[src/rtl/core/dept_pkg.sv]
// ----------------------------------------------------------------------------
// dept_pkg: shared definitions for the directional extreme point tracker
// Field widths, command codes and the controller/datapath interface types.
// ----------------------------------------------------------------------------
package dept_pkg;

    // Fixed field widths
    localparam int SLOT_W = 7;
    localparam int DIR_W  = 16;
    localparam int NDIR_W = 8;

    // Defaults for the top-level parameters
    localparam int MAX_DIRECTIONS_DEF = 128;
    localparam int COORD_BITS_DEF     = 16;

    // Reset value of the direction count register
    localparam logic [NDIR_W-1:0] NUM_DIR_RESET = 8'd128;

    // Item commands; the remaining code is unknown and yields a zero result
    typedef enum logic [1:0] {
        CMD_ADD  = 2'd0,
        CMD_LOAD = 2'd1,
        CMD_READ = 2'd2
    } cmd_t;

    // Controller to datapath
    typedef struct packed {
        logic accept;     // latch the input transfer
        logic clear_step; // clear one score entry during the reset pass
        logic issue;      // read the slot at the sweep address and advance
        logic mem_op;     // load write or read lookup of the latched slot
        logic finish;     // load the result register
    } dp_cmd_t;

    // Datapath to controller
    typedef struct packed {
        logic sweep_last; // sweep address is the last slot in use
        logic clear_top;  // sweep address is the last slot of the table
        logic count_zero; // no slot in use
        logic pipe_busy;  // sweep pipeline still holds slots
    } dp_status_t;

endpackage

[src/rtl/core/dept_ctrl.sv]
// ----------------------------------------------------------------------------
// dept_ctrl: sequencing controller
// Runs the clearing pass after reset, then takes one item at a time and
// steps the datapath through the load, read or sweep of that item.
// ----------------------------------------------------------------------------
module dept_ctrl (
    input  logic                  aclk,
    input  logic                  aresetn,
    input  logic                  s_tvalid,
    output logic                  s_tready,
    input  logic [1:0]            in_cmd,
    output logic                  m_tvalid,
    input  logic                  m_tready,
    output dept_pkg::dp_cmd_t     cmd,
    input  dept_pkg::dp_status_t  status
);

    typedef enum logic [2:0] {
        ST_CLEAR,
        ST_IDLE,
        ST_LOOKUP,
        ST_SWEEP,
        ST_DRAIN,
        ST_DONE
    } state_t;

    state_t state_reg;
    logic   m_tvalid_reg;
    logic   out_free;

    assign out_free = !m_tvalid_reg || m_tready;
    assign s_tready = (state_reg == ST_IDLE);
    assign m_tvalid = m_tvalid_reg;

    always_comb begin
        cmd            = '0;
        cmd.accept     = s_tvalid && (state_reg == ST_IDLE);
        cmd.clear_step = (state_reg == ST_CLEAR);
        cmd.issue      = (state_reg == ST_SWEEP);
        cmd.mem_op     = (state_reg == ST_LOOKUP);
        cmd.finish     = (state_reg == ST_DONE) && out_free;
    end

    always_ff @(posedge aclk) begin
        if (!aresetn) begin
            state_reg    <= ST_CLEAR;
            m_tvalid_reg <= 1'b0;
        end else begin
            // hold the result until the transfer completes
            if (cmd.finish) begin
                m_tvalid_reg <= 1'b1;
            end else if (m_tready) begin
                m_tvalid_reg <= 1'b0;
            end

            unique case (state_reg)
                ST_CLEAR: begin
                    if (status.clear_top) begin
                        state_reg <= ST_IDLE;
                    end
                end
                ST_IDLE: begin
                    if (cmd.accept) begin
                        unique case (in_cmd)
                            dept_pkg::CMD_ADD: begin
                                state_reg <= status.count_zero ? ST_DONE : ST_SWEEP;
                            end
                            dept_pkg::CMD_LOAD,
                            dept_pkg::CMD_READ: state_reg <= ST_LOOKUP;
                            default:            state_reg <= ST_DONE;
                        endcase
                    end
                end
                ST_LOOKUP: state_reg <= ST_DONE;
                ST_SWEEP: begin
                    if (status.sweep_last) begin
                        state_reg <= ST_DRAIN;
                    end
                end
                ST_DRAIN: begin
                    if (!status.pipe_busy) begin
                        state_reg <= ST_DONE;
                    end
                end
                ST_DONE: begin
                    if (out_free) begin
                        state_reg <= ST_IDLE;
                    end
                end
                default: state_reg <= ST_IDLE;
            endcase
        end
    end

endmodule

[config.mk]
export PLATFORM = sky130hd
export DESIGN_NAME = dept_ctrl
export DESIGN_NICKNAME = d
export VERILOG_FILES = /design/src/rtl/core/dept_pkg.sv /design/src/rtl/core/dept_ctrl.sv
export SDC_FILE = /design/constraint.sdc
export NUM_CORES = 1
export LEC_CHECK = 0
export BUFFER_PORTS_ARGS = -buffer_cell sky130_fd_sc_hd__buf_2
export CORE_AREA = 2 2 39 41
export DETAILED_ROUTE_END_ITERATION = 10
export DIE_AREA = 0 0 41 43
export PLACE_DENSITY = 0.55
export SLEW_MARGIN = 25
export SYNTH_ARGS = -nofsm -noshare
export SYNTH_HDL_FRONTEND = slang
export SYNTH_SLANG_ARGS = --single-unit
[constraint.sdc]
create_clock -name aclk -period 1.59 [get_ports aclk]
set_clock_uncertainty 0.2 [all_clocks]
set_input_delay 0.159 -clock aclk [delete_from_list [all_inputs] [get_ports aclk]]
set_output_delay 0.159 -clock aclk [all_outputs]
set_load 0.02 [all_outputs]
==> reports/qor.txt <==
Status: finished with violations
Violated checks: negative setup slack
Pwr dens: 914 nW/um^2
RSZ-0062 raised after global routing: true
Synth cell types: 23
Fmax: 622 MHz
Min Clock Period, post-route: 1610 ps
Sequential share of the synthesized area: 0.229
Clock sink count: 4
Nets: 88
Final setup vio count: 1
Vias per cell: 4.90
Die Y: 43 um
Synth Area in Adders: 0.0717
Largest family of logic cells by synthesized area: simple AND/OR/NAND/NOR gates
TritonCTS clock tree: yes
Mapped cell area: 349 um^2
Vias in the first global route: 415
Syn Nets: 59
Max incr delay on CP: 350 ps
Gr usage total: 0.148
Worst hold path type: in2reg
Max reg flops: 3
Path depth of the worst reg2reg path: 5
ANT cells: 0
Dpl hpwl: 680 um
Worst-path maximum fanout: 4
Via count: 441
Seq cells post-synth: 4
Num CTS Buffers: 3
Tot Pwr: 0.000530 W
Post-route cell area: 579 um^2
Setup crit start: state_reg[2]$_SDFFE_PN0P_
Core area: 1380 um^2
Synth warn: 0
Period utilisation layout: 1.01
Maximum VDD drop: 0.529 mV
Worst R2R Setup Slack: 30 ps
Setup slack after layout: -16.9 ps
Slew headroom: 0.858
Final slew viol count: 0
Setup Crit Path Kind: reg2out
Cells along the critical path: or2b_1, nor2_2, and2_1, buf_6
IO Port Bufs: 16
Die span in x: 41 um
RD Place Congestion: 0.809
Least-Margin Pin Slew: 211 ps
Row cnt: 14
Synth Area in Simple Gates: 0.305
Full die area: 1760 um^2
Largest net degree at the start of global routing: 9
Clock Latency Late Sink: 240 ps
Initial DRC count: 6
Critical path launch point type: register
Fraction of layout cells with a size suffix above 1: 0.500
I/O Pins: 17
Total Wirelength: 1140 um
Critical path's slowest cell: dfxtp_4
H-Tree Depth: 1
Max clock buf depth: 2
Remaining Overflow, GRT: 0
ANT nets after route: 0
Area grow syn2layout: 65.9%
Data arrival time of the critical path: 1250 ps
Final hold vios: 0
Mux cell area share after synthesis: 0.0573
CTS clk-pin slew, worst paths: 40 ps
Compound-Gate Fraction of Synth Area: 0.208
Pleak: 0.286 nW
Antenna violations before repair: 0
Critical Path End: cmd[4]
Dpl ws: 13.2 ps
Average wire per standard cell: 12.7 um
First-pass GRT wire length: 1720 um
Worst flop-to-flop path endpoint: state_reg[0]$_SDFFE_PN0P_
Starting Density: 0.252
DR pass1 iterations: 4
Placed cell areas: 455 um^2
Post-Synthesis Cells: 47
Worst Setup End Kind: primary output
Worst r2r src: state_reg[2]$_SDFFE_PN0P_
Synth Area in XOR/XNOR: 0
CTS Root Buffer Type: clkbuf_4
Post-route DRC violation count: 0
Syn Area/Cell: 7.43 um^2
Worst Path Required: 1230 ps
Max cap viols: 0
[kinds of logic (layout without fill, tap and decap cells)]
family,Yosys count,count (layout)
compound gates,10,10
fa+ha+maj,2,2
buf+inv,8,35
flops,4,4
mux,2,2
simple gates,21,21
[per-layer routing]
layer / GRT usage / vias to the layer above / routed length, um
li1: - / 214 / -
met1: 0.163 / 207 / 457
met2: 0.247 / 18 / 594
met3: 0.0628 / 2 / 72
met4: 0.0400 / 0 / 14
met5: 0 / - / 0
[timing repair]
| action | in CTS | in global routing |
|---|---|---|
| buffers inserted | 7 | 0 |
| endpoints found under the setup margin | 2 | 7 |
| gates resized for setup | 5 | 10 |
| hold buffers | 1 | 0 |
| pin swaps | 2 | 7 |
| hold endpoints to repair | 1 | 0 |
[Yosys cell counts]
master | number | share of area
buf_6 | 1 | 0.032
o311a_1 | 1 | 0.029
a21o_1 | 1 | 0.022
nor2_1 | 6 | 0.065
o21ai_0 | 3 | 0.043
nor2b_1 | 3 | 0.054
nor3_1 | 1 | 0.014
o31ai_1 | 1 | 0.022
a21boi_0 | 1 | 0.022
or2b_1 | 1 | 0.022
nand2b_1 | 3 | 0.054
dfxtp_1 | 4 | 0.23
a32o_1 | 1 | 0.029
o2111ai_1 | 1 | 0.025
nand4_1 | 1 | 0.018
nand3_1 | 2 | 0.029
nand2_1 | 3 | 0.032
buf_4 | 2 | 0.043
o22ai_1 | 1 | 0.018
inv_1 | 5 | 0.054
mux2i_1 | 2 | 0.057
ha_1 | 2 | 0.072
and2_1 | 1 | 0.018
[stage by stage]
stage,hold slack [ps],util,TNS [ps],std cells
after floorplan,90.2,-,0,47
after global placement,258,0.329,0,80
after detailed placement,258,0.329,0,80
after CTS,53.0,0.399,-14.3,91
after global routing,89.4,0.419,-134,90
final,75.5,0.419,-16.9,90
[power breakdown]
part	leakage [nW]	internal [W]	switching [W]	total (W)
sequential	0.0341	0.000115	0.0000124	0.000128
clock	0.0138	0.0000846	0.0000451	0.000130
combinational	0.238	0.000141	0.000131	0.000272
[critical path, delay by kind of cell (launching register included)]
kind,cells,cell delay (ps)
and+or+nand+nor,3,550
DFF,1,350
buffers and inverters,1,110
[placed cells by master (no fill, tap or decap), types with 2 or more instances in the layout]
master / instances
buf_2: 13
nand2b_1: 2
mux2i_1: 2
nor2b_1: 3
nand2_1: 3
nor2_1: 5
dfxtp_2: 2
inv_1: 5
clkbuf_4: 3
ha_1: 2
nand3_1: 2
o21ai_0: 2
buf_6: 3
buf_4: 10
[how the worst min path moves through the flow]
stage	startpoint	endpoint	slack, ps	cells after the start
6_report	m_tready	m_tvalid$_SDFFE_PN0P_	80	3
2_1_floorplan	aresetn	state_reg[0]$_SDFFE_PN0P_	90	1
3_3_place_gp	aresetn	state_reg[0]$_SDFFE_PN0P_	260	2
4_1_cts	m_tready	m_tvalid$_SDFFE_PN0P_	50	3
3_5_place_dp	aresetn	state_reg[0]$_SDFFE_PN0P_	260	2
5_1_grt	status[3]	state_reg[1]$_SDFFE_PN0P_	90	4
[layout make-up]
class	count	area, um^2
Fill cell	141	805
Multi-Input combinational cell	35	248
Sequential cell	4	86.3
Tap cell	16	20.0
Inverter	5	18.8
Clock buffer	3	22.5
Timing Repair Buffer	27	184
(Power assumes the default switching activity.)
